`config.mk`:
```
export PLATFORM = sky130hd
export DESIGN_NAME = bfm3c_ram
export DESIGN_NICKNAME = d
export VERILOG_FILES = /design/src/hw/rtl/bfm3c_ram.sv
export SDC_FILE = /design/constraint.sdc
export NUM_CORES = 1
export LEC_CHECK = 0
export BUFFER_PORTS_ARGS = -buffer_cell sky130_fd_sc_hd__buf_2
export CAP_MARGIN = 10
export CORE_UTILIZATION = 50
export DETAILED_ROUTE_END_ITERATION = 10
export PLACE_DENSITY = 0.66
export SLEW_MARGIN = 25
export SYNTH_ARGS = -nofsm -noshare
export SYNTH_HDL_FRONTEND = slang
export SYNTH_SLANG_ARGS = --single-unit
```
`constraint.sdc`:
```
create_clock -name clock -period 4.04 [get_ports clock]
set_input_delay 0.606 -clock clock [delete_from_list [all_inputs] [get_ports clock]]
set_output_delay 0.606 -clock clock [all_outputs]
set_load 0.005 [all_outputs]
```
`src/hw/rtl/bfm3c_ram.sv`:
```
// Generic single-write, single-read RAM with registered read data.
// No dependencies.
module bfm3c_ram #(
   parameter int WIDTH = 1,
   parameter int DEPTH = 64
) (
   input  logic                     clock,
   input  logic                     wr_en,
   input  logic [$clog2(DEPTH)-1:0] wr_addr,
   input  logic [WIDTH-1:0]         wr_data,
   input  logic [$clog2(DEPTH)-1:0] rd_addr,
   output logic [WIDTH-1:0]         rd_data
);
   logic [WIDTH-1:0] mem [DEPTH];

   always_ff @(posedge clock) begin
      if (wr_en) begin
         mem[wr_addr] <= wr_data;
      end
      rd_data <= mem[rd_addr];
   end
endmodule

```
# ---- Word level (Yosys, flattened, before mapping)
# Memory sizes are Yosys's and may differ from the RTL's. A register that Yosys moved wholly into a read port is not among the register bits.
# Index checks and enable logic that the tools add are counted.
dict set report totals {
  ff_bits 0
  latchBits 0
  ram_bits 64
  rom_bits 0
  inputBits 15
  word_cells 3
  memories 1
}
# name words word_bits rd rd_ports_with_merged_regs wr line_no
set mem_list {}
lappend mem_list {mem 64 1 1 1 1 14} ;# logic [WIDTH-1:0] mem [DEPTH];
dict set report op_classes {
  add_sub_neg 0
  mul 0
  div 0
  order_cmp 0
  eq_ne 0
  n_shift 0
  mux 2
  n_bitwise 0
  n_reduce_logical 0
}
# op count
set op_table {}
lappend op_table {{$mux 1} 2}

# ---- Longest topological paths before layout
# Gate-level depths: netlist of run 1.
dict set report depth {
  depth_word 2
  depth_mapped 6
}

# ---- Least setup slack after synthesis of run 1
# Ideal clock, no wire load.
dict set report synth_timing {
  path_kind {input port to flip-flop}
  start {in rd_addr[1]}
  end {reg rd_data, read port of mem}
  setup_time_ns 0.117
  t_arrival_ns 2.024
  required_time_ns 3.923
  path_slack_ns 1.899
  cell_stages 5
  n_path_buf 1
  cell_sequence {buf_6 -> mux4_2 -> mux4_2 -> or2_0 -> a32o_1}
}
# item line_no
set synth_lines {}
lappend synth_lines {{start: declaration} 11} ;# input logic [$clog2(DEPTH)-1:0] rd_addr,
lappend synth_lines {{end: declaration} 12} ;# output logic [WIDTH-1:0] rd_data

==> results.md, run 1 <==
- Setup violations remaining at the end of the flow were counted as 0.
- STA puts the critical path data arrival time at roughly 2.4 ns.
- The routed length on met1 is ~2500 µm.
- In this run the horizontal extent of the chip is just under 80 µm.
- In this run the cell area measured after placement is 0.00303 mm².
- The largest fanout on the critical path is 13.
- The number of I/O port buffers is 15.
- For this design the ratio of total power to cell area is 397 mW/mm².
- The proportion of power drawn by combinational gates is 6.7%.
- The reported net switching power is about 0.27 mW.
- After Yosys synthesis, and, or, nand and nor cells account for between 15 and 20% of the synthesized area.
- The fraction of synthesized cell area in xor and xnor cells is 0%.
- For the final database, setup skew stands at ~0.0048 ns.
- After clock tree synthesis, the flow added hold-fix buffers numbering 0.
- The startpoint class of the critical path is an input pin.
- After detailed routing, no signal wire sits above met4.
- The synthesis-stage register bit count is 65.
- Setup repair after global routing left no endpoint under its margin.
- The residual DRC count is 0.
- The repair_antennas step left the layout with diodes totalling 0.
- The die covers approximately 0.0061 mm².
- The first global-routing pass estimated slightly above 9000 µm of wire.
- The classification of the worst-slack hold path is input pin to flop.
- The clock network is responsible for about a third of the overall power.
- The post-detailed-route wirelength per cell is roughly 20 µm.
- In this run the number of H-tree levels came out at 3.
- The total negative setup slack is 0 ns.
- The proportion of synthesized chip area in sequential cells is ~67%.
- Counting every sink on the clock net gives between 60 and 70.
- Static timing analysis puts the maximum clock frequency at 472 MHz.
- The buffer type at the clock tree root is clkbuf_8.
- After floorplanning, the core was sized to cover ~0.0056 mm².
- The count of filler cells inserted in the layout is 463.
- The internal power of the cells totals 0.984 mW.
- The remaining number of nets flagged by the antenna check after routing is 0.
- The total track usage is around a fifth.
- The number of pins with negative max-slew slack in the final report came to 0.
- The number of global-route vias before repair is 1783.
- The post-route netlist has between 10% and 20% of its cells at a drive strength greater than 1.
- STA classifies the critical path endpoint as a flop.
- Using the TritonRoute via totals, the vias-per-cell ratio works out to roughly 5.9.
- Detailed routing placed a total of between 300 and 400 µm of wire on met3.
- The measured slew at the worst slew-check pin is 0.953 ns.
- The number of DRC violations after detailed-routing iteration 0 is approximately 160.
- After layout, the worst path uses a little over half of the clock period.
- A synthesized cell averages between 10 and 15 µm².
- The die height is slightly below 80 µm.
- The post-synthesis cell count is about 200.
- Across the VDD grid, the largest voltage drop is 270 µV.
- Yosys printed 0 warnings.
- The start-to-end type of the worst setup path is input pin to flop.
- The most used flip-flop cell after synthesis is edfxtp_1.
- The post-cts gate resize count is 0.
- Summed over all nets, the half-perimeter wirelength after detailed placement is ~3700 µm.
- The initial antenna violation count is 0.
- The required arrival time at the worst endpoint is between 4 and 5 ns.
- The number of flops mapped to enable cells by yosys is between 60 and 70.
- The mapped netlist covers between 0.002 and 0.003 mm².
- The clock passes through at most 2 buffers.
- The number of clock buffers added by TritonCTS is 9.
- The pin count of the biggest net entering global routing is 65.
- The clock latency at the later pin of the worst-skew pair is approximately 0.34 ns.
- The tool flagged a number of max-cap violations equal to 0.
- The hold violation count in the final report was 0.
- For this design the static power due to leakage is ~0.98 nW.
- The total via count after detailed routing is roughly 1700.
- The floorplan has 27 rows.
- At the end of the flow, the number of nets in the layout was 233.
- The overflow left after global routing is 0.
- TritonCTS built the clock tree.
- After synthesis, the largest family of logic cells by area is simple AND/OR/NAND/NOR gates.
- The share of async-settable or async-resettable flops after synthesis is 0%.
- Pin placement for this block handled 16 I/O pins.
- The first detailed-routing pass took 4 iterations.
- The portion of total power attributed to sequential cells is between 50% and 60%.
- After routing the design area is 0.00316 mm².
- The total nets after synthesis is about 220.
- The congestion estimate from routability-driven global placement came to roughly 0.73.
- Yosys mapped the design onto 25 distinct sky130hd cell types.
- The buffer count from post-CTS setup fixing is 0.
- Setup slack on the worst reg-to-reg path comes out at around 2.2 ns.
- In this run switching power makes up a little over a fifth of total power.
- The worst pin sits at a relative slew slack of approximately 36%.
- The area growth from synthesis to layout is 8.59%.
- The clock period minus worst slack is 2.12 ns.
- The flow ran to the end, and the final reports show no timing, DRC or antenna violations.
- Multiplexer cells account for 14.0% of the synthesized area.
- Detailed routing placed a total of around 2800 µm of wire on met2.
- The synthesized netlist devotes under 10% of its cell area to compound gates.
- Of the total synthesized cell area, the portion taken by full adders, half adders and majority gates is 0%.
- The total wirelength of the detailed-routed design is about 5700 µm.
- Once the floorplan was initialized, standard cells occupied a little over half of the core.
- The CTS clock-pin slew for the worst setup and hold paths is around 0.06 ns.
sequential cells by signal, summed over array words and instances, names as in the netlist:
signal / count
rd_data: 1
mem: 64
metrics by stage:
step	instances	setup WS (ns)	utilization, %	power, mW	hold WS, ns
floorplan	204	1.90	-	0.816	0.705
global placement	279	1.62	54.3	0.843	0.852
detailed placement	279	1.56	54.3	0.847	0.851
CTS	292	1.91	56.8	1.26	0.546
global route	292	1.87	56.8	1.30	0.547
finish	292	1.92	56.8	1.26	0.565
Yosys cell counts (2+ instances only):
| cell type | count | area, µm² |
|---|---|---|
| nand3_1 | 9 | 45.0 |
| nand2b_1 | 2 | 12.5 |
| nor2_1 | 67 | 251 |
| edfxtp_1 | 64 | 1920 |
| nor3_1 | 2 | 10.0 |
| mux4_2 | 10 | 225 |
| nand4_1 | 3 | 18.8 |
| nand2_1 | 7 | 26.3 |
| clkbuf_1 | 10 | 37.5 |
| a22oi_1 | 2 | 15.0 |
| nor2b_1 | 5 | 31.3 |
| mux4_1 | 7 | 184 |
| nand3b_1 | 4 | 30.0 |
worst max-delay path: stages:
cell    delay, ns
buf_2        0.27
mux4_1       0.60
mux4_2       0.46
or2_0        0.21
a32o_1       0.20
power groups by stage:
stage | Combinational (mW) | Sequential [mW] | Clock [mW]
after detailed placement | 0.0843 | 0.762 | 0
after CTS | 0.0846 | 0.748 | 0.431
after floorplan | 0.0537 | 0.762 | 0
after global routing | 0.0925 | 0.748 | 0.461
final | 0.0845 | 0.748 | 0.425
after global placement | 0.0813 | 0.762 | 0
kinds of logic (layout without fill, tap and decap cells):
family	count (synthesis)	in the layout
and+or+nand+nor	104	104
DFF	65	65
muxes	17	17
buffers and inverters	12	28
AOI/OAI and AO/OA	6	6
layout by cell type (no fill, tap or decap), types with 2 or more instances in the layout:
cell type,n
a22oi_1,2
buf_2,15
clkbuf_8,9
clkinv_1,3
edfxtp_1,64
mux4_1,7
mux4_2,10
nand2_1,7
nand2b_1,2
nand3_1,9
nand3b_1,4
nand4_1,3
nor2_1,67
nor2b_1,5
nor3_1,2
layout make-up:
cell class	count	area [µm²]	share of cell area [%]
Tap cell	72	90.1	2.85
Multi-Input combinational cell	127	918	29.0
Clock inverter	3	11.3	0.356
Clock buffer	10	128	4.03
Timing Repair Buffer	15	75.1	2.37
Sequential cell	65	1940	61.4
layer usage:
layer | vias to the layer above | track usage, %
met2 | 60 | 33.9
met1 | 849 | 27.4
li1 | 792 | -
met4 | 0 | 8.89
met3 | 10 | 6.51
met5 | - | 0
path summary, 6_finish.rpt:
path,start,to,cells past startpoint
min,rd_addr[5],rd_data,2
max reg2reg,mem[2],rd_data,4
min reg2reg,mem[60],rd_data,4
max,rd_addr[1],rd_data,5
Power figures use the tool's default switching activity.
==> run 2: changes to the inputs <==
- PLACE_DENSITY: 0.66 -> 0.69
- clock period: 4.04 -> 1.74 ns (I/O delays scaled with it)
==> run 2 against run 1 <==
Effect of this change: combinational power rose to 2.7 times the previous value; core utilization rose by 2.4 points; count of clock-buffer cells in the layout shrank 1; the run now ends with setup timing left; worst hold slack got worse by 0.34 ns; cell area grew 4.2%; setup slack lost 2.0 ns; wire length is 2.1% higher; final cell count rose by 3.8%; largest cell class unchanged; sequential share of layout area shrank 2.5 points; critical path depth decreased by 1; non-clock buffer count up 8; sequential cell count unchanged.
==> results.md, run 2 (synthesis results as in run 1) <==
- The flow ran to the end, but the final reports show violations.
- The checks that failed: setup timing.
- The number of max-cap violations is 0.
- For this run, the top clock speed supported by timing is roughly 540 MHz.
- Clock latency on the worst-skew pair, taken at its later pin, is approximately 0.33 ns.
- The initial standard-cell utilization of the core is 52.3%.
- After clock tree synthesis, the clock-pin slew on the worst setup and hold paths is ~0.07 ns.
- The signal on the critical path passes through mux4_2 > mux4_2 > or2_0 > a32o_1.
- Setup repair after global routing could not meet its margin everywhere.
- The hold violation count in the final report came to 0.
- The longest clock path from root to sink contains 2 buffers.
- Data arrives at the worst endpoint at between 2 and 2.5 ns.
- Entering global routing, the biggest net connects 35 pins.
- The first global-routing pass estimated 9380 µm of wire.
- The register with the most flip-flops in the layout has 64 of them.
- The standby leakage power is 1.04 nW.
- The worst hold margin is 0.228 ns.
- The capture instance of the worst register-to-register path is rd_data.
- The first TritonRoute pass finished after 4 iterations.
- The number of global-route vias before repair is 1745.
- The power per cell area is between 900 and 1000 mW/mm².
- The setup slack of the critical path after layout is -0.114 ns.
- For the worst setup path, the data required time is between 1.5 and 2 ns.
- For the pin with the worst max-slew slack, the measured transition is between 0.4 and 0.5 ns.
- The most critical setup path has its startpoint at mem[21].
- The number of top-level pins is 16.
- The mean number of vias per cell is around 5.7.
- The detailed router finished its first iteration with around 120 violations.
- The cell that appears most often on the critical path is mux4_2.
- The headroom to the max-slew limit is between 60 and 70%.
- After detailed routing, the number of remaining DRC violations is 0.
- The min-delay analysis places its worst path in the category input pin to flop.
- The setup skew after layout is 0.00425 ns.
- The number of I/O port buffers is 15.
- The clock drives 65 sinks.
- The weighted congestion at the end of routability-driven global placement is 0.729.
- The startpoint class of the critical path is a flop.
- Setup violations remaining at the end of the flow were counted as 1.
- The final critical-path share of the clock period is 107%.
- The critical path ends at rd_data.
- The area of the die is roughly 0.0061 mm².
- The floorplan has 27 rows.
- The detail route stage leaves a number of antenna-violating nets equal to 0.
- The post-route total power is 3.16 mW.
- Measured along the x axis, the die boundary spans roughly 78 µm.
- The deepest level of the CTS H-tree is 3.
- The buffer type at the clock tree root is clkbuf_8.
- Measured in cells, the most critical reg-to-reg path has a length of 4.
- The clock period minus worst slack is 1.85 ns.
- For this block, the routed nets add up to ~5800 µm of wire.
- Summing all non-filler instances in the final layout gives an area of ~0.0033 mm².
- The initial antenna violation count was 0.
- The number of pins with negative max-slew slack in the final report is 0.
- Relative to the synthesized area, the layout overhead comes to 13.1%.
- The pre-CTS setup slack is -0.281 ns.
- Counting flops per register, the top entry is mem.
- STA classifies the critical path endpoint as a flop.
- The antenna cell count is 0.
- The CTS tree is built.
- The largest fanout on the critical path is 1.
- The largest registers in the layout are mem: 64 flops, rd_data: 1 flops.
- The post-detailed-route wirelength per cell is around 19 µm.
- In the layout the commonest cells are 67 x nor2_1, 64 x edfxtp_1, 15 x buf_2.
- The critical path in this run is classified as flop to flop.
- Buffers inserted during clock tree synthesis total 9.
- The most common cell after layout, fill and taps aside is nor2_1.
- Measured along the y axis, the die boundary spans a little under 80 µm.
- The startpoint of the lowest-slack register-to-register path is mem[21].
- The sum of net half-perimeters after detailed placement is roughly 4000 µm.
- Global routing used a little over a fifth of the available tracks across all layers.
- The number of nets in the final layout is ~240.
- The highest ir drop seen on vdd is a little over 600 µV.
- Summing all placed instances gives a cell area of ~0.0031 mm².
- Summed over all layers, the global routing overflow is 0.
- For this run, the slowest stage of the critical path takes about 0.48 ns.
- In the final layout, the share of cells above drive strength 1 is between 20% and 30%.
- For this block, the via count after detailed routing is around 1700.
- The layout has between 400 and 500 filler cells.
- Across all register-to-register paths, the minimum setup slack is -0.11 ns.
- The cell with the largest stage delay on the worst path is mux4_2.
- The total core area is about 0.0056 mm².
[run 2: cell count changes in the layout (fill, tap and decap cells not counted)]
cell,before,now
mux4_2,10,13
clkinvlp_4,0,1
clkinv_2,0,4
clkbuf_1,1,0
buf_12,0,3
buf_4,0,5
mux4_1,7,4
clkinv_1,3,1
bufinv_16,0,1
[run 2: how the worst min path moves through the flow]
stage	start	endpoint	cells after the start
global placement	rd_addr[5]	rd_data	2
detailed placement	rd_addr[5]	rd_data	2
CTS	rd_addr[5]	rd_data	2
finish	rd_addr[5]	rd_data	2
global route	rd_addr[5]	rd_data	2
floorplan	wr_data	mem[0]	0
[run 2: stage by stage]
stage,TNS (ns),util [%],cells
after detailed placement,-0.281,56.0,287
after floorplan,-0.0559,-,204
after global placement,-0.202,56.0,287
after CTS,-0.114,59.1,303
after global routing,-0.161,59.1,303
final,-0.114,59.1,303
[run 2: what timing repair did]
action	in CTS	in global routing
gates resized for setup	3	0
hold endpoints to repair	0	0
setup buffers	0	0
setup endpoints to repair	1	1
hold buffers	0	0
cloned	0	0
[run 2: critical path, delay by kind of cell (launching register included)]
family           cells  cell delay, ns
AO/OA/AOI/OAI        1            0.21
flip-flops           1            0.38
multiplexers         2            0.95
AND/OR/NAND/NOR      1            0.21
[run 2: where the power goes]
group | total [mW] | internal, mW | switching [mW]
logic | 0.224 | 0.0943 | 0.129
registers | 1.73 | 1.73 | 0.00292
clock network | 1.21 | 0.645 | 0.560
total | 3.16 | 2.47 | 0.692
[run 2: metal layers]
metal  up-vias  wire length, µm  track usage [%]
met3        12              367             5.23
met2        50             2900             33.5
met4         0              110             10.2
met5         -                0                0
met1       861             2460             30.0
li1        808                -                -
[run 2: cell type report]
| cell class | count | area, µm² | area share, % |
|---|---|---|---|
| clock buffer | 9 | 124 | 3.76 |
| timing repair buffer | 23 | 173 | 5.24 |
| tap | 72 | 90.1 | 2.73 |
| sequential | 65 | 1940 | 58.9 |
| clock inverter | 7 | 61.3 | 1.86 |
| multi-input combinational | 127 | 907 | 27.5 |
==> run 3: changes to the inputs <==
--- a/config.mk
+++ b/config.mk
@@ -10,5 +10,5 @@
 export CORE_UTILIZATION = 50
 export DETAILED_ROUTE_END_ITERATION = 10
-export PLACE_DENSITY = 0.69
+export PLACE_DENSITY = 0.66
 export SLEW_MARGIN = 25
 export SYNTH_ARGS = -nofsm -noshare
==> constraint.sdc (replaced) <==
create_clock -name clock -period 2.3 [get_ports clock]
set_input_delay 0.46 -clock clock [delete_from_list [all_inputs] [get_ports clock]]
set_output_delay 0.46 -clock clock [all_outputs]
set_load 0.005 [all_outputs]
==> run 3 against run 2 <==
Effect of this change: the flow now finishes without violations; clock power fell by 26%; core utilization down 1.1 points; final cell count decreased by 2.0%; non-clock buffer count decreased by 5; count of clock-buffer cells in the layout is 1 higher; combinational power fell by 30%; sequential share of layout area grew 1.1 points; total power down 25%; via count rose by 2.1%; cell area down 1.9%; first-iteration DRC count increased by 58%; highest routed layer unchanged.
==> results.md, run 3 (synthesis results as in run 1) <==
- The flow ran to the end, and the final reports show no timing, DRC or antenna violations.
- In this run the worst hold path is classified as input pin to flop.
- The standby leakage power is between 1 and 1.5 nW.
- The post-detailed-route wirelength per cell is about 19 µm.
- For this design the ratio of total power to cell area is 732 mW/mm².
- In this run the cell area measured after placement is just over 0.003 mm².
- The total number of placement rows is 27.
- The antenna cell count is 0.
- Summing over every cut layer, the via total after detailed routing is between 1500 and 2000.
- The startpoint class of the critical path is an input pin.
- The number of max-cap violations is 0.
- The buffer count from post-CTS setup fixing is 0.
- The residual DRC count is 0.
- The sum of net half-perimeters after detailed placement is approximately 3600 µm.
- Cells fill between 50% and 60% of the core in the end.
- The number of DRC violations after detailed-routing iteration 0 is ~190.
- The CTS tree is built.
- Leaving out fill and tap cells, the most frequent cell in the layout is nor2_1.
- The clock period minus worst slack is between 1.5 and 2 ns.
- The first global-routing pass estimated a little under 9000 µm of wire.
- For the worst-skew pair, the clock arrives at the later sink with an insertion delay of 0.35 ns.
- The number of flip-flops under the largest register name is 64.
- For this run, the total global-route usage over all layers was measured as a little over a fifth.
- The worst hold margin is 0.380 ns.
- The tree is rooted in a clkbuf_8.
- Wires add up to approximately 5700 µm.
- The largest fanout on the critical path is 7.
- The maximum clock rate is 527 MHz.
- The pin count of the biggest net entering global routing is 65.
- The maximum root-to-sink buffer count is 2.
- The worst hold path begins at rd_addr[5].
- The area of the die is just over 0.006 mm².
- In the final layout, the registers with the most flip-flops are mem: 64 flops, rd_data: 1 flops.
- The first detailed-routing pass took 4 iterations.
- The die is about 80 µm tall.
- The summed area of non-filler cells in the final layout is about 0.0032 mm².
- The post-cts gate resize count is 0.
- The hold violation count in the final report is 0.
- The initial standard-cell utilization of the core is 52.3%.
- In the layout the commonest cells are 67 x nor2_1, 64 x edfxtp_1, 15 x buf_2.
- The number of hold buffers added after CTS was 0.
- The deepest level of the CTS H-tree is 3.
- After the last flow step, the layout net total stands at 236.
- The highest ir drop seen on vdd is between 400 and 500 µV.
- Data on the critical path is required at its endpoint by between 2 and 3 ns.
- The worst setup path startpoint is rd_addr[1].
- The setup skew after layout is ~0.0048 ns.
- STA puts the critical path data arrival time at around 2.1 ns.
- The layout-stage area growth over the synthesis result is 11.0%.
- The overflow left after global routing is 0.
- The number of I/O port buffers is 15.
- The remaining number of nets flagged by the antenna check after routing is 0.
- Setup total negative slack on the finished layout was measured at 0 ns.
- The startpoint identified for the worst register-to-register timing path is mem[3].
- The number of top-level pins is 16.
- The CTS clock-pin slew for the worst setup and hold paths is approximately 0.070 ns.
- The total core area is about 0.0056 mm².
- Setup repair after global routing left no endpoint under its margin.
- The setup-violating endpoint count in the final report is 0.
- The start-to-end type of the worst setup path is input pin to flop.
- The layout cell share with drive strength beyond 1 is a little under a fifth.
- The endpoint class of the critical path is a flop.
- The number of pins with negative max-slew slack in the final report is 0.
- The register with the most flip-flops is mem.
- Dividing the detail-routed via count by the number of cells gives roughly 6.0.
- The number of global-route vias before repair was 1716.
- Dividing the final minimum period by the clock period gives between 80% and 90%.
- The post-route total power is about 2.4 mW.
- At the pin with the least slew margin, the transition time is between 0.9 and 1 ns.
- From left edge to right edge, the die measures 78.3 µm.
- Headroom to the max-slew limit came out at between 30 and 40%.
- In this run, CTS created clock tree buffers numbering 9.
- The weighted congestion at the end of routability-driven global placement is slightly below 0.8.
- The CTS sink count is 65.
- The initial antenna violation count is 0.
run 3: cell types whose count changed in the layout (fill, tap and decap cells not counted):
cell / previous run / this run
buf_12: 3 / 1
clkinv_2: 4 / 2
buf_4: 5 / 2
mux4_1: 4 / 7
clkbuf_1: 0 / 1
clkinv_1: 1 / 2
clkinvlp_4: 1 / 0
mux4_2: 13 / 10
run 3: where the power goes:
part / internal [mW] / switching [mW]
registers: 1.31 / 0.00263
logic: 0.0614 / 0.0943
clock network: 0.483 / 0.416
run 3: area by class of cell:
| class | count | area, µm² |
|---|---|---|
| fillers | 460 | 2340 |
| flip-flops and latches | 65 | 1940 |
| multi-input cells | 127 | 918 |
| clock buffers | 10 | 128 |
| repair buffers | 18 | 110 |
| well taps | 72 | 90.1 |
| clock inverters | 5 | 47.5 |
run 3: path summary, 6_finish.rpt:
kind                            endpoint  slack (ns)  depth (start not counted)
worst min-delay path             rd_data        0.38                          2
worst min register to register   rd_data        0.85                          4
worst max register to register   rd_data        0.43                          4
worst max-delay path             rd_data        0.40                          5
run 3: per-layer routing:
metal  vias up  global-route usage (%)  part of all wire (%)
met5         -                       0                     0
met4         0                    13.1                   3.5
met3        17                    5.81                   7.0
met2        74                    29.9                    46
met1       877                    28.9                    43
li1        800                       -                     -
run 3: worst max-delay path, stage by stage:
cell and delay [ns]:
buf_2 0.20, mux4_1 0.59, mux4_2 0.46, or2_0 0.23, a32o_1 0.20
run 3: metrics by stage:
stage	std cells	setup slack (ns)
floorplan	204	0.305
global placement	282	0.105
detailed placement	282	0.0594
CTS	297	0.431
global route	297	0.372
finish	297	0.402
