`config.mk`:
```
export PLATFORM = sky130hd
export DESIGN_NAME = bfm3c_hash
export DESIGN_NICKNAME = d
export VERILOG_FILES = /design/src/hw/rtl/bfm3c_pkg.sv /design/src/hw/rtl/bfm3c_hash.sv
export SDC_FILE = /design/constraint.sdc
export NUM_CORES = 1
export LEC_CHECK = 0
export ABC_AREA = 1
export BUFFER_PORTS_ARGS = -buffer_cell sky130_fd_sc_hd__buf_2
export CAP_MARGIN = 15
export CORE_MARGIN = 10
export CORE_UTILIZATION = 30
export CTS_CLUSTER_DIAMETER = 80
export DETAILED_ROUTE_END_ITERATION = 6
export HOLD_SLACK_MARGIN = 0.06
export MAX_ROUTING_LAYER = met4
export PLACE_DENSITY = 0.58
export SLEW_MARGIN = 20
export SYNTH_ARGS = -nofsm -noshare
export SYNTH_HDL_FRONTEND = slang
export SYNTH_SLANG_ARGS = --single-unit
export TNS_END_PERCENT = 30
```
`constraint.sdc`:
```
create_clock -name clock -period 7.9 [get_ports clock]
set_input_delay 1.58 -clock clock [delete_from_list [all_inputs] [get_ports clock]]
set_output_delay 1.58 -clock clock [all_outputs]
set_load 0.05 [all_outputs]
```
`src/hw/rtl/bfm3c_pkg.sv`:
```
// Types and fixed constants of the Bloom filter block.
// No dependencies; compile first.
package bfm3c_pkg;

   // field widths
   localparam int ID_W           = 64;
   localparam int NUM_HASHES_W   = 5;
   localparam int NUM_BITS_W     = 17;
   localparam int CSR_IDX_W      = 8;
   localparam int CSR_DATA_W     = 64;
   localparam int HASH_W         = 32;

   // probe limits
   localparam int MAX_HASHES     = 16;
   localparam int MIN_BITS       = 8;

   // MurmurHash3_32 constants
   localparam logic [HASH_W-1:0] MIX_C1  = 32'hcc9e2d51;
   localparam logic [HASH_W-1:0] MIX_C2  = 32'h1b873593;
   localparam logic [HASH_W-1:0] MIX_ADD = 32'he6546b64;
   localparam logic [HASH_W-1:0] FIN_C1  = 32'h85ebca6b;
   localparam logic [HASH_W-1:0] FIN_C2  = 32'hc2b2ae35;
   localparam logic [HASH_W-1:0] KEY_LEN = 32'd8;

   // probe arithmetic: h1 + i*h2 + i^3 stays below 2^37 for i <= 16
   localparam int XW          = 38;
   localparam int DIV_STEPS   = 2;
   localparam int DIV_CYCLES  = XW / DIV_STEPS;
   localparam int DIV_CNT_W   = $clog2(DIV_CYCLES);
   localparam int DW          = 12;

   // actions
   localparam logic ACT_INSERT = 1'b0;
   localparam logic ACT_QUERY  = 1'b1;

   // register indexes
   localparam logic [CSR_IDX_W-1:0] CSR_NUM_HASHES = 8'd0;
   localparam logic [CSR_IDX_W-1:0] CSR_NUM_BITS   = 8'd1;
   localparam logic [CSR_IDX_W-1:0] CSR_MIN_ID     = 8'd2;
   localparam logic [CSR_IDX_W-1:0] CSR_MAX_ID     = 8'd3;

   typedef enum logic [2:0] {
      ST_CLEAR,
      ST_IDLE,
      ST_HASH,
      ST_DIV,
      ST_ACCESS,
      ST_CHECK,
      ST_DONE
   } state_type;

   typedef enum logic [3:0] {
      H_IDLE,
      H_SLO_A,
      H_SLO_B,
      H_SHI_A,
      H_SHI_B,
      H_ROUND_LO,
      H_ROUND_HI,
      H_FIN_A,
      H_FIN_B,
      H_OUT
   } hash_step_type;

   typedef struct packed {
      logic              done;
      logic [HASH_W-1:0] h1;
      logic [HASH_W-1:0] h2;
   } hash_res_type;

endpackage

```
`src/hw/rtl/bfm3c_hash.sv`:
```
// Two MurmurHash3_32 values (seeds 0 and 1) of a 64-bit id on one shared multiplier.
// Depends on bfm3c_pkg.
module bfm3c_hash (
   input  logic                      clock,
   input  logic                      reset,
   input  logic                      start,
   input  logic [bfm3c_pkg::ID_W-1:0] entity_id,
   output bfm3c_pkg::hash_res_type   res
);
   import bfm3c_pkg::*;

   function automatic logic [HASH_W-1:0] rotl(input logic [HASH_W-1:0] x, input int r);
      return (x << r) | (x >> (HASH_W - r));
   endfunction

   // rotate 13, times 5, plus the mixing constant
   function automatic logic [HASH_W-1:0] round_mix(input logic [HASH_W-1:0] x);
      logic [HASH_W-1:0] t;
      t = rotl(x, 13);
      return t + (t << 2) + MIX_ADD;
   endfunction

   hash_step_type     step_ff, step_in;
   logic              seed_ff, seed_in;
   logic              done_ff, done_in;
   logic [HASH_W-1:0] prod_ff, prod_in;
   logic [HASH_W-1:0] slo_ff, slo_in;
   logic [HASH_W-1:0] shi_ff, shi_in;
   logic [HASH_W-1:0] h_ff, h_in;
   logic [HASH_W-1:0] h1_ff, h1_in;
   logic [HASH_W-1:0] h2_ff, h2_in;
   logic [HASH_W-1:0] mul_a, mul_b;
   logic [2*HASH_W-1:0] mul_full;
   logic [HASH_W-1:0] fin_pre, shi_cur, outv;

   // sequencer
   always_comb begin
      step_in = step_ff;
      case (step_ff)
         H_IDLE:     if (start) step_in = H_SLO_A;
         H_SLO_A:    step_in = H_SLO_B;
         H_SLO_B:    step_in = H_SHI_A;
         H_SHI_A:    step_in = H_SHI_B;
         H_SHI_B:    step_in = H_ROUND_LO;
         H_ROUND_LO: step_in = H_ROUND_HI;
         H_ROUND_HI: step_in = H_FIN_A;
         H_FIN_A:    step_in = H_FIN_B;
         H_FIN_B:    step_in = H_OUT;
         H_OUT:      step_in = seed_ff ? H_IDLE : H_ROUND_LO;
         default:    step_in = H_IDLE;
      endcase
   end

   assign fin_pre  = (h_ff ^ KEY_LEN) ^ ((h_ff ^ KEY_LEN) >> 16);
   assign outv     = prod_ff ^ (prod_ff >> 16);
   // the high scramble sits in the product register on the first round only
   assign shi_cur  = seed_ff ? shi_ff : prod_ff;
   assign mul_full = mul_a * mul_b;

   // datapath
   always_comb begin
      mul_a   = '0;
      mul_b   = '0;
      seed_in = seed_ff;
      done_in = 1'b0;
      slo_in  = slo_ff;
      shi_in  = shi_ff;
      h_in    = h_ff;
      h1_in   = h1_ff;
      h2_in   = h2_ff;
      prod_in = prod_ff;
      case (step_ff)
         H_IDLE: begin
            seed_in = 1'b0;
         end
         H_SLO_A: begin
            mul_a   = entity_id[HASH_W-1:0];
            mul_b   = MIX_C1;
            prod_in = mul_full[HASH_W-1:0];
         end
         H_SLO_B: begin
            mul_a   = rotl(prod_ff, 15);
            mul_b   = MIX_C2;
            prod_in = mul_full[HASH_W-1:0];
         end
         H_SHI_A: begin
            slo_in  = prod_ff;
            mul_a   = entity_id[ID_W-1:HASH_W];
            mul_b   = MIX_C1;
            prod_in = mul_full[HASH_W-1:0];
         end
         H_SHI_B: begin
            mul_a   = rotl(prod_ff, 15);
            mul_b   = MIX_C2;
            prod_in = mul_full[HASH_W-1:0];
         end
         H_ROUND_LO: begin
            shi_in = shi_cur;
            h_in   = round_mix({{(HASH_W-1){1'b0}}, seed_ff} ^ slo_ff);
         end
         H_ROUND_HI: begin
            h_in = round_mix(h_ff ^ shi_ff);
         end
         H_FIN_A: begin
            mul_a   = fin_pre;
            mul_b   = FIN_C1;
            prod_in = mul_full[HASH_W-1:0];
         end
         H_FIN_B: begin
            mul_a   = prod_ff ^ (prod_ff >> 13);
            mul_b   = FIN_C2;
            prod_in = mul_full[HASH_W-1:0];
         end
         H_OUT: begin
            if (seed_ff) begin
               h2_in   = outv;
               done_in = 1'b1;
            end else begin
               h1_in   = outv;
               seed_in = 1'b1;
            end
         end
         default: begin
            seed_in = 1'b0;
         end
      endcase
   end

   always_ff @(posedge clock) begin
      if (reset) begin
         step_ff <= H_IDLE;
         seed_ff <= 1'b0;
         done_ff <= 1'b0;
      end else begin
         step_ff <= step_in;
         seed_ff <= seed_in;
         done_ff <= done_in;
      end
      prod_ff <= prod_in;
      slo_ff  <= slo_in;
      shi_ff  <= shi_in;
      h_ff    <= h_in;
      h1_ff   <= h1_in;
      h2_ff   <= h2_in;
   end

   assign res.done = done_ff;
   assign res.h1   = h1_ff;
   assign res.h2   = h2_ff;
endmodule

```
Word-level counts from Yosys, hierarchy flattened

Index checks and enable logic that the tools add are counted.
Widths: inputs -> output; s select.

Memories kept: 0
Output and inout port bits: 65
ROM bits: 0
Input bits: 67
Flip-flop bits (word level): 198
Latch bits: 0
Logic and storage cells: 53
Memory bits (writable): 0

Reductions and logical operators: 10
Multiply operators: 1
$add $sub $neg: 4
Equality and inequality tests: 10
Shift-type cells: 0
Bitwise gates (word level): 11
Div/mod/pow operators: 0
Magnitude comparators: 0
Muxes and demuxes: 8

Operators by type and width:

| cell                   | number |
|---|---|
| $pmux 32 s5            | 1 |
| $pmux 32 s4            | 1 |
| $add 32x32->32         | 2 |
| $add 32x32->32 const B | 2 |
| $or 32x13->32          | 2 |
| $pmux 32 s2            | 1 |
| $xor 32x16->32         | 2 |
| $pmux 4 s10            | 1 |
| $mul 32x32->32         | 1 |
| $or 32x15->32          | 1 |
| $xor 1x32->32          | 1 |
| $xor 32x19->32         | 1 |
| $xor 32x32->32         | 1 |
| $eq 4x3->1 const B     | 4 |
| $eq 4x2->1 const B     | 2 |
| $eq 4x4->1 const B     | 2 |
| $reduce_or 8->1        | 1 |
| $reduce_and 2->1       | 3 |
| $reduce_or 2->1        | 3 |
| $reduce_or 6->1        | 1 |
| $eq 4x1->1 const B     | 1 |
| $logic_not 4->1        | 1 |
| $mux 4                 | 1 |
| $mux 3                 | 1 |
| 5 further kinds        | 7 |

Longest topological paths before layout

Gate-level depths: netlist of run 1.

Depth after elaboration: 5
Gate-level depth with buffers: 42

Worst setup path before layout of run 1

No wires, ideal clock.

Path type: register to register
Start point: register step_ff[0]
End point: register prod_ff[29] (data pin)
Slack: -0.588 ns
Period minus slack after synthesis: 8.488 ns
Setup time: 0.262 ns
Data required time: 7.638 ns
Arrival: 8.226 ns
Cell stages (with the launch flop): 36
Cell sequence: dfxtp_1 > nand2_2 > nor2_4 > buf_2 > buf_1 > a21oi_1 > nand3_1 > inv_1 > nor2_1 > inv_1 > fa_1 > inv_1 > fa_1 > fa_1 > inv_1 > fa_1 > inv_1 > fa_1 > inv_1 > fa_1 > inv_1 > fa_1 > fa_1 > ha_1 > nand2_1 > nor2_1 > a211oi_1 > o21ai_0 > a21oi_1 > inv_1 > nand2_1 > inv_1 > nor2_1 > inv_1 > a21oi_1 > xor2_1

Word-level cells in the longest chain between the ends: 4

Ends and longest elaborated chain:

| element                                    | RTL line          | RTL |
|---|---|---|
| start, declared                            | bfm3c_hash.sv:23  | `hash_step_type step_ff, step_in;` |
| start signal, assigned                     | bfm3c_hash.sv:135 | `step_ff <= step_in;` |
| $eq 4x3->1 (tied with other cells)         | bfm3c_hash.sv:72  | `case (step_ff)` |
| $reduce_or 2->1 (no line)                  | -                 |  |
| $pmux 32 s5 or $pmux 32 s4 (tied branches) | bfm3c_hash.sv:72  |  |
| $mul 32x32->32 (*)                         | bfm3c_hash.sv:58  | `assign mul_full = mul_a * mul_b;` |
| via mul_full[29]                           | bfm3c_hash.sv:33  | `logic [2*HASH_W-1:0] mul_full;` |
| end signal, assigned                       | bfm3c_hash.sv:139 | `prod_ff <= prod_in;` |
| end, declared                              | bfm3c_hash.sv:26  | `logic [HASH_W-1:0] prod_ff, prod_in;` |

The timed path passes the listed nets; every way through them passes the cells marked *.
A chain may end at the register's enable or synchronous reset.

Final worst setup path of run 1

Start point: input entity_id[8] (netlist bit)
End point: register prod_ff[26] (data pin)

Word-level cells in the longest chain between the ends: 2

Ends and longest elaborated chain:

| element          | RTL line         | RTL |
|---|---|---|
| start, declared  | bfm3c_hash.sv:7  | `input logic [bfm3c_pkg::ID_W-1:0] entity_id,` |
| $pmux 32 s5      | bfm3c_hash.sv:72 |  |
| $mul 32x32->32   | bfm3c_hash.sv:58 |  |
| via mul_full[26] | bfm3c_hash.sv:33 |  |

The timed path passes the listed nets, and every way through them passes these cells.

==> results.md, run 1 <==
Timing:
- The worst max-slew margin expressed relative to the limit is 29.1%.
- The count of pins over their slew limit is 0.
- The shortest clock period the worst path allows after layout is 7.91 ns.
- Setup repair after global routing could not meet its margin everywhere.
- After layout, the worst setup slack is -0.00629 ns.
- The setup-violating endpoint count in the final report is 1.
- For this run, the top clock speed supported by timing is 126 MHz.
- The number of hold violations in the final report is 0.
- The slew at the pin closest to its max-slew limit is 1.06 ns.
- The worst-case hold slack is 0.641 ns.
- For the final database, setup skew stands at 0.0147 ns.
- Dividing the final minimum period by the clock period gives 100%.

Worst setup path:
- Data on the critical path arrives at its endpoint at 8.13 ns.
- The library cell appearing most often on the critical path is fa_1.
- The slowest library cell on the worst path is fa_1.
- The type of the setup path with the least slack is in -> reg.
- The cell depth of the worst flop-to-flop path is 32.
- STA puts the critical path data required time at 8.12 ns.
- STA classifies the critical path endpoint as a register.
- In this run the critical register-to-register path is launched from h_ff[28].
- The most critical setup path has its startpoint at entity_id[8].
- The category of the worst setup path launch point is an input port.
- The maximum fanout count along the critical path is 4.
- The largest single stage delay on the critical path is 0.57 ns.

GRT:
- The global routing usage on met3 is 4.09%.
- The number of global-route vias before repair is 22.6k.
- The initial antenna violation count is 8.
- The first global-routing pass estimated 150,000 um of wire.
- The total congestion overflow is 0.
- The met1 usage is 25.7%.
- The met2 track utilization from global routing is 32.8%.
- The global routing stage identified its most utilized layer as met2.
- Entering global routing, the biggest net connects 41 pins.
- The aggregate global-route resource usage is 20.8%.

Clocking:
- In this run, CTS created clock tree buffers numbering 17.
- Buffers inserted to repair hold after CTS numbered 0.
- The buffer type at the clock tree root is clkbuf_16.
- The H-tree level count is 4.
- The number of clock sinks is 198.
- The clock tree from TritonCTS is yes.
- The longest clock path from root to sink contains 2 buffers.
- The clock-pin slew reported for the worst setup and hold paths after clock tree synthesis is 0.08 ns.
- For the worst-skew pair, the clock arrives at the later sink with an insertion delay of 0.47 ns.

Final layout:
- The layout overhead on the synthesized area is 24.5%.
- The layout cell share with drive strength beyond 1 is 22.2%.
- In the final layout, the multi-input gates occupy 18,000 um2.
- After filler insertion, the fill cell instance count of the layout stands at 9,135.
- The number of nets in the layout is 4,253.
- Registers take 5890 um2.

Run status:
- The run finished, with violations left.
- The checks that failed: negative setup slack.

Die:
- The boundary pin count is 132.
- The total area inside the core boundary comes to 88,400 um2.
- The total number of placement rows is 109.
- The effective utilization at floorplan is 30.3%.
- The floorplan step set the die width to 319 um.
- The die covers 102,000 um2.
- The height of the chip is 319 um.

Drt:
- The routed layout has 22.1k vias.
- After detailed routing, the number of remaining DRC violations is 0.
- The first-pass iteration count of the detailed router is 6.
- In this run the remaining antenna-violating nets after routing total 0.
- For this block, the initial DRC count from the detailed router was 1,961.
- After detailed routing, the number of vias per cell comes to 4.67.
- The mean routed wirelength per cell is 22.1 um.
- For this block, the routed nets add up to 104,000 um of wire.

Synthesis:
- The most frequently used flop master after synthesis is edfxtp_1.
- The synthesized design contains 198 register bits.
- The post-synthesis async set-or-reset flop share is 0%.
- The number of cells produced by synthesis is 2,991.
- Yosys printed 0 warnings.
- The number of library cell types mapped by synthesis is 57.
- The number of nets in the synthesized netlist is 3,702.
- The sequential share of the synthesized area is 22.0%.
- The synthesized area per cell is 8.94 um2.
- Yosys mapped a number of flops with a built-in enable equal to 192.
- The summed instance area of the synthesized netlist is 26,800 um2.

Placement:
- The post-place setup slack is -0.805 ns.
- Port buffering added 131 buffers.
- The congestion estimate from routability-driven global placement came to 1.02.
- Once detailed placement completed, the half-perimeter wirelength came to 91,900 um.

Hold path:
- The worst hold path passes through 2 cells.
- In this run the most critical hold path is launched from slo_ff[19].
- The path class of the tightest hold or removal check is reg -> reg.

Job:
- The tool flagged a number of max-cap violations equal to 0.
==> registers in the layout, summed over array words and instances (netlist names) <==
name and flops:
done_ff 1, h1_ff 32, h2_ff 32, h_ff 32, prod_ff 32, seed_ff 1, shi_ff 32, slo_ff 32
step_ff 4
==> synth_stat cells (all sizes together), types with 4 or more instances <==
cell / number / area (um2)
a211oi: 4 / 30.0
a21boi: 5 / 37.5
a21o: 9 / 67.6
a21oi: 137 / 697
a31oi: 12 / 75.1
buf: 19 / 139
clkbuf: 10 / 37.5
dfxtp: 6 / 120
edfxtp: 192 / 5770
fa: 405 / 8110
ha: 239 / 2990
inv: 853 / 3200
nand2: 502 / 1930
nand3: 98 / 495
nand4: 20 / 165
nor2: 181 / 747
nor3: 17 / 105
nor3b: 5 / 47.5
o211ai: 5 / 37.5
o21ai: 95 / 475
o21bai: 5 / 37.5
or2: 14 / 87.6
xnor2: 57 / 499
xor2: 73 / 639
==> logic make-up (layout without fill, tap and decap cells) <==
logic type | after synthesis | count (layout) | share of synthesized area [%]
AOI/OAI and AO/OA | 292 | 292 | 6.07
muxes | 1 | 1 | 0.0374
xor gates and xnor gates | 130 | 130 | 4.26
buffers and inverters | 882 | 1446 | 12.6
DFF | 198 | 198 | 22.0
and+or+nand+nor | 844 | 844 | 13.5
adders and majority gates | 644 | 644 | 41.5
other | 0 | 7 | 0
==> through the flow <==
stage                     std cells  util (%)  area (um2)  TNS [ns]
after global placement         4675      36.2       32000     -8.55
after detailed placement       4675      36.2       32000     -8.20
after CTS                      4711      37.1       32800  -0.00798
after global routing           4726      37.7       33300    -0.862
after floorplan                2991         -       26800         0
final                          4727      37.7       33300  -0.00629
==> path summary, 6_finish.rpt <==
| path | endpoint | slack (ns) |
|---|---|---|
| max reg2reg | prod_ff[31] | 0.13 |
| max | prod_ff[26] | -0.006 |
| min | h_ff[0] | 0.64 |
| min reg2reg | h_ff[0] | 0.64 |
==> final cells by class <==
class	instances	share of cell area [%]
diodes	7	0.0526
clock buffers	17	1.28
clock inverters	15	0.560
inverters	853	9.64
multi-input cells	1911	54.2
flip-flops and latches	198	17.7
well taps	1165	4.38
repair buffers	561	12.2
==> routing by layer <==
layer	up-vias	part of all wire [%]
met5	-	0
met1	10900	41
met2	842	46
li1	10200	-
met4	0	5.0
met3	168	7.8
==> cells in the final DEF (no fill, tap or decap), drive strengths merged, types with 2 or more instances in the layout <==
| master | instances |
|---|---|
| a31oi | 12 |
| a21oi | 137 |
| dfxtp | 6 |
| inv | 862 |
| buf | 561 |
| nor3b | 5 |
| edfxtp | 192 |
| a221oi | 2 |
| o221ai | 3 |
| diode | 7 |
| clkbuf | 17 |
| nor2 | 181 |
| a31o | 3 |
| or2 | 14 |
| a21boi | 5 |
| nor3 | 17 |
| ha | 239 |
| o211ai | 5 |
| nand4 | 20 |
| xor2 | 73 |
| a22oi | 2 |
| nand3 | 98 |
| a211oi | 4 |
| xnor2 | 57 |
| o21bai | 5 |
| o21a | 3 |
| o21ai | 95 |
| a21o | 9 |
| fa | 405 |
| nand2b | 3 |
| nor4 | 3 |
| nand2 | 502 |
| clkinv | 5 |
==> worst max-delay path, delay by kind of cell <==
family | cells | cell delay (ns)
fa+ha+maj | 9 | 4.20
buf+inv | 9 | 0.90
simple gates | 6 | 0.75
compound gates | 3 | 0.56
xor+xnor | 1 | 0.13
==> repair_timing <==
item	4_1_cts	5_1_grt
pin swaps	21	55
endpoints found under the setup margin	8	12
gates resized for setup	40	103
setup buffers	5	9
Power of run 1 is left out: the tool's default activity adds up to more than one toggle a clock period on the data nets, which glitch-free logic cannot reach.
==> inputs of run 2 (changes only) <==
BUFFER_PORTS_ARGS = unset   (was -buffer_cell sky130_fd_sc_hd__buf_2)
DONT_BUFFER_PORTS = 1   (was unset)
PLACE_DENSITY = 0.57   (was 0.58)
TNS_END_PERCENT = unset   (was 30)
==> results.md, run 2 (synthesis gave the netlist of run 1 again) <==
Clocking:
- The hold buffer count at cts is 0 (unchanged).
- The clock-pin slew reported for the worst setup and hold paths after clock tree synthesis came to 0.08 ns (about the same).
- The H-tree level count is 4 (unchanged).
- The clock latency at the later pin of the worst-skew pair is 0.46 ns (was 0.47 ns).
- The clock tree from TritonCTS was yes (unchanged).
- The number of CTS-inserted buffers came to 17 (unchanged).
- The number of clock sinks is 198 (unchanged).
- The buffer type at the clock tree root is clkbuf_16 (unchanged).
- The buffer depth of the longest clock path was 2 (unchanged).

Hold path:
- The path class of the lowest-slack min-delay path is reg -> reg (unchanged).

GRT:
- The aggregate global-route resource usage is 20.5% (was 20.8%).
- The pin count of the biggest net entering global routing is 42 (was 41).
- The number of global-route vias before repair is 21.8k (was 22.6k).
- The total congestion overflow was 0 (unchanged).
- The initial antenna violation count was 7 (was 8).
- The first-pass GRT wire length was 148,000 um (was 150,000 um).

Drt:
- The average vias per placed instance is 4.78 (was 4.67).
- The mean routed wirelength per cell is 22.8 um (was 22.1 um).
- The DRC violation total after the first TritonRoute iteration was 2,082 (was 1,961).
- The via count is 21.9k (was 22.1k).
- The final wirelength is 105,000 um (was 104,000 um).
- The remaining design rule violation count came to 0 (unchanged).
- The remaining number of nets flagged by the antenna check after routing is 0 (unchanged).
- The first-pass iteration count of the detailed router is 6 (unchanged).

Die:
- The effective utilization at floorplan came to 30.3% (unchanged).
- The height of the chip is 319 um (unchanged).
- The total number of placement rows is 109 (unchanged).
- The boundary pin count is 132 (unchanged).
- The floorplan die width is 319 um (unchanged).
- The area of the die is 102,000 um2 (unchanged).
- The floorplan core area is 88,400 um2 (unchanged).

Placement:
- The cell count after placement came to 4,525 (was 4,675).
- The half-perimeter wire length of the detailed placement result was 91,000 um (was 91,900 um).
- The count of input and output buffers is 0 (was 131).
- The placer congestion estimate came to 1.01 (was 1.02).

Final layout:
- The filler cell count in the final layout is 9,093 (was 9,135).
- The number of nets in the layout is 4,112 (was 4,253).
- The most common cell after layout, fill and taps aside was inv_1 (unchanged).
- Commonest non-fill, non-tap cells in the layout: inv_1, nand2_1, buf_4 (unchanged).
- The storage element area is 5900 um2 (was 5890 um2).
- The area of the multi-input gates is 18,100 um2 (was 18,000 um2).
- The layout cell share with drive strength beyond 1 came to 19.9% (was 22.2%).
- The layout overhead on the synthesized area is 22.1% (was 24.5%).
- The non-filler instance count after layout is 4,580 (was 4,727).

Timing:
- The slew at the pin closest to its max-slew limit is 1.03 ns (was 1.06 ns).
- The highest clock rate was 129 MHz (was 126 MHz).
- The setup-violating endpoint count in the final report came to 0 (was 1).
- Setup repair after global routing missed its margin: yes (unchanged).
- The shortest clock period the worst path allows after layout is 7.75 ns (was 7.91 ns).
- The number of hold violations in the final report is 0 (unchanged).
- The ratio of final minimum period to clock period was 98.1% (was 100%).
- The worst setup skew after layout is 0.0111 ns (was 0.0147 ns).
- The worst max-slew margin expressed relative to the limit was 31.1% (was 29.1%).
- The count of pins over their slew limit is 0 (unchanged).

Worst setup path:
- The internal reg-to-reg setup slack is 0.19 ns (was 0.13 ns).
- The maximum fanout count along the critical path is 2 (was 4).
- The capturing element type of the critical path is a register (unchanged).
- The logic depth of the worst path, buffers included is 32 (was 28).
- The beginning of the worst register-to-register path is step_ff[3] (was h_ff[28]).
- The source of the critical timing path is entity_id[46] (was entity_id[8]).
- The gate family responsible for the most delay along the worst path is adder cells (unchanged).
- The maximum single-stage delay on the critical path is 0.64 ns (was 0.57 ns).
- The category of the worst setup path launch point is an input port (unchanged).
- The type of the setup path with the least slack is in -> reg (unchanged).
- The slowest library cell on the worst path is fa_2 (was fa_1).
- The cell depth of the worst flop-to-flop path is 31 (was 32).
- The library cell appearing most often on the critical path is fa_1 (unchanged).
- The data arrival time at the worst-slack endpoint is 7.97 ns (was 8.13 ns).
- The number of buffer and inverter instances along the worst setup path is 8 (was 9).
- The required time at the endpoint of the critical path is 8.12 ns (about the same).
- The endpoint of the most critical register-to-register path is prod_ff[31] (unchanged).
- The termination of the worst setup path is prod_ff[31] (was prod_ff[26]).

Job:
- The max-capacitance violation count is 0 (unchanged).

Run status:
- Outcome: completed (was complete, but fails checks).
-- run 2: cell types whose count changed in the layout (fill, tap and decap cells not counted), moves of 6 or more --
cell | previous run | this run
buf_2 | 131 | 0
buf_4 | 414 | 399
diode_2 | 7 | 1
fa_1 | 392 | 380
fa_2 | 13 | 25
nand2_1 | 466 | 454
nand2_2 | 32 | 39
-- run 2: metal layers --
layer	track usage, %	up-vias	share of wire [%]
met5	-	-	0
met4	6.20	0	3.9
met3	2.36	141	7.1
met2	33.8	943	48
met1	26.2	10800	41
li1	-	9944	-
-- run 2: cell type report --
class                           instances  share of cell area (%)
Sequential cell                       198                    18.1
Antenna cell                            1                 0.00766
Inverter                              853                    9.87
Multi-Input combinational cell       1911                    55.5
Timing Repair Buffer                  420                    10.3
Clock inverter                         14                   0.536
Clock buffer                           18                    1.31
Tap cell                             1165                    4.46
-- run 2: worst register-to-register path: cells and delay by family (launching register included) --
family	cells	cell delay, ns
XOR/XNOR	1	0.20
AO/OA/AOI/OAI	1	0.07
adder cells (fa/ha/maj)	9	4.44
AND/OR/NAND/NOR	13	1.80
buffers and inverters	7	0.58
flip-flops	1	0.38
-- run 2: worst min path at each step --
stage / depth (start not counted) / startpoint / end / slack, ns
after global routing: 0 / prod_ff[12] / shi_ff[12] / 0.63
after floorplan: 2 / seed_ff / done_ff / 0.48
after CTS: 0 / prod_ff[12] / shi_ff[12] / 0.60
after detailed placement: 0 / prod_ff[12] / shi_ff[12] / 0.58
final: 2 / slo_ff[20] / h_ff[1] / 0.62
after global placement: 0 / prod_ff[12] / shi_ff[12] / 0.57
-- run 2: through the flow --
| step | setup TNS (ns) | utilization (%) | hold slack [ns] | instance area (um2) | setup WS [ns] |
|---|---|---|---|---|---|
| after floorplan | 0 | - | 0.484 | 26800 | 0.00857 |
| after global placement | -7.78 | 35.3 | 0.569 | 31200 | -0.900 |
| after detailed placement | -7.93 | 35.3 | 0.579 | 31200 | -0.850 |
| after CTS | 0 | 36.1 | 0.598 | 31900 | 0.0125 |
| after global routing | -0.181 | 37.0 | 0.628 | 32700 | -0.0747 |
| final | 0 | 37.0 | 0.622 | 32700 | 0.151 |
-- run 2: what timing repair did --
| action | CTS | global route |
|---|---|---|
| resized for setup | 15 | 188 |
| gates cloned | 0 | 2 |
| buffers inserted | 0 | 20 |
| endpoints found under the setup margin | 10 | 12 |
| pin swaps | 2 | 76 |
Power of run 2 is left out for the same reason.
==> inputs of run 3 (changes only) <==
CORE_ASPECT_RATIO = 0.75   (was unset)
==> results.md, run 3 (synthesis gave the netlist of run 1 again) <==
Run status:
- Outcome: completed (unchanged).

Timing:
- The worst setup skew after layout is 0.0147 ns (was 0.0111 ns).
- The worst max-slew margin expressed relative to the limit is 32.8% (was 31.1%).
- The count of pins over their slew limit is 0 (unchanged).
- The ratio of final minimum period to clock period is 99.3% (was 98.1%).
- The setup-violating endpoint count in the final report is 0 (unchanged).
- The number of hold violations in the final report was 0 (unchanged).
- The worst-case hold slack is 0.609 ns (was 0.622 ns).
- The highest clock rate came to 127 MHz (was 129 MHz).
- The slew at the pin closest to its max-slew limit came to 1.01 ns (was 1.03 ns).
- The shortest clock period the worst path allows after layout came to 7.85 ns (was 7.75 ns).
- Setup repair after global routing missed its margin: yes (unchanged).

Drt:
- The remaining number of nets flagged by the antenna check after routing came to 0 (unchanged).
- The final wirelength is 109,000 um (was 105,000 um).
- The mean routed wirelength per cell is 23.6 um (was 22.8 um).
- The first-pass iteration count of the detailed router is 6 (unchanged).
- The via count is 22.1k (was 21.9k).
- The DRC violation total after the first TritonRoute iteration came to 2,227 (was 2,082).
- The average vias per placed instance is 4.77 (was 4.78).
- The remaining design rule violation count was 0 (unchanged).

Final layout:
- The filler cell count in the final layout is 9,001 (was 9,093).
- The layout cell share with drive strength beyond 1 is 21.7% (was 19.9%).
- The most common cell after layout, fill and taps aside is inv_1 (unchanged).
- The layout overhead on the synthesized area is 24.4% (was 22.1%).
- The number of nets in the layout is 4,167 (was 4,112).
- The non-filler instance count after layout was 4,626 (was 4,580).
- Commonest non-fill, non-tap cells in the layout: inv_1, nand2_1, buf_4 (unchanged).

Worst setup path:
- The data arrival time at the worst-slack endpoint is 8.08 ns (was 7.97 ns).
- The number of buffer and inverter instances along the worst setup path is 12 (was 8).
- The type of the setup path with the least slack is reg -> reg (was in -> reg).
- The source of the critical timing path is step_ff[2] (was entity_id[46]).
- The cell depth of the worst flop-to-flop path is 37 (was 31).
- The slowest library cell on the worst path is fa_1 (was fa_2).
- The maximum fanout count along the critical path is 6 (was 2).
- The beginning of the worst register-to-register path was step_ff[2] (was step_ff[3]).
- The internal reg-to-reg setup slack came to 0.05 ns (was 0.19 ns).
- The gate family responsible for the most delay along the worst path is adder cells (unchanged).
- The library cell appearing most often on the critical path is fa_1 (unchanged).
- The logic depth of the worst path, buffers included is 37 (was 32).
- The endpoint of the most critical register-to-register path is prod_ff[31] (unchanged).
- The capturing element type of the critical path is a register (unchanged).
- The category of the worst setup path launch point is a register (was input port).
- The maximum single-stage delay on the critical path was 0.59 ns (was 0.64 ns).
- The required time at the endpoint of the critical path is 8.13 ns (was 8.12 ns).
- The termination of the worst setup path is prod_ff[31] (unchanged).

Placement:
- The cell count after placement is 4,552 (was 4,525).
- The placer congestion estimate is 1.02 (was 1.01).
- The count of input and output buffers is 0 (unchanged).
- The half-perimeter wire length of the detailed placement result is 95,600 um (was 91,000 um).

GRT:
- The total congestion overflow came to 0 (unchanged).
- The initial antenna violation count is 6 (was 7).
- The number of global-route vias before repair is 21.5k (was 21.8k).
- The pin count of the biggest net entering global routing was 41 (was 42).
- The aggregate global-route resource usage is 21.8% (was 20.5%).
- The first-pass GRT wire length came to 153,000 um (was 148,000 um).

Clocking:
- The H-tree level count is 4 (unchanged).
- The number of clock sinks is 198 (unchanged).
- The number of CTS-inserted buffers is 17 (unchanged).
- The hold buffer count at cts is 0 (unchanged).
- The buffer depth of the longest clock path is 2 (unchanged).
- The clock latency at the later pin of the worst-skew pair is 0.47 ns (was 0.46 ns).
- The clock-pin slew reported for the worst setup and hold paths after clock tree synthesis came to 0.08 ns (about the same).
- The buffer type at the clock tree root is clkbuf_16 (unchanged).
- The clock tree from TritonCTS is yes (unchanged).

Die:
- The floorplan die width is 365 um (was 319 um).
- The total number of placement rows came to 94 (was 109).
- The boundary pin count is 132 (unchanged).
- The effective utilization at floorplan is 30.4% (was 30.3%).
- The height of the chip is 279 um (was 319 um).
- The floorplan core area is 88,100 um2 (was 88,400 um2).
- The area of the die came to 102,000 um2 (about the same).

Hold path:
- The path class of the lowest-slack min-delay path is reg -> reg (unchanged).
- The hold path startpoint is slo_ff[20] (unchanged).

Job:
- The max-capacitance violation count was 0 (unchanged).
## run 3: cell count changes in the layout (fill, tap and decap cells not counted), moves of 4 or more
cell / before / now
nor2_2: 26 / 31
nor2_1: 136 / 128
diode_2: 1 / 5
inv_12: 1 / 6
buf_4: 399 / 446
buf_6: 8 / 16
nand2_1: 454 / 446
nand2_4: 8 / 13
inv_2: 32 / 26
inv_1: 815 / 820
## run 3: worst min-delay path, cell delays in order (launching register included)
cell      delay (ns)
edfxtp_1        0.35
nand2_1         0.08
nand2_1         0.07
## run 3: timing repair
| item | 4_1_cts | 5_1_grt |
|---|---|---|
| gates resized for setup | 37 | 201 |
| endpoints found under the hold margin | 0 | 0 |
| setup endpoints to repair | 11 | 13 |
| pin swaps | 11 | 64 |
| buffers inserted | 7 | 30 |
## run 3: how the worst min path moves through the flow
| stage | endpoint | slack, ns | cells past startpoint |
|---|---|---|---|
| floorplan | done_ff | 0.48 | 2 |
| global placement | h_ff[0] | 0.58 | 2 |
| detailed placement | h_ff[1] | 0.58 | 2 |
| CTS | h_ff[1] | 0.61 | 2 |
| global route | h_ff[1] | 0.64 | 2 |
| finish | h_ff[1] | 0.61 | 2 |
## run 3: final cells by class
type | count | area [um2] | area share (%)
inverters | 853 | 3230 | 9.70
repair buffers | 475 | 3780 | 11.4
well taps | 1152 | 1440 | 4.33
clock buffers | 17 | 425 | 1.28
multi-input cells | 1911 | 18300 | 54.9
diodes | 5 | 12.5 | 0.0376
clock inverters | 15 | 215 | 0.647
flip-flops and latches | 198 | 5890 | 17.7
## run 3: per-stage QoR
stage                     utilization (%)   TNS, ns  setup slack, ns  cell area, um2
final                                37.8         0           0.0520           33300
after global routing                 37.8    -0.417           -0.199           33300
after CTS                            36.7  -0.00578         -0.00578           32300
after detailed placement             35.7     -4.50           -0.545           31500
after global placement               35.7     -3.91           -0.545           31500
after floorplan                         -         0          0.00857           26800
## run 3: layer usage
layer	track usage [%]	vias up	wire, um
li1	-	10100	-
met1	31.2	10800	49200
met2	27.4	1066	41400
met3	10.2	91	16400
met4	4.43	0	2170
met5	-	-	0
Power of run 3 is left out for the same reason.
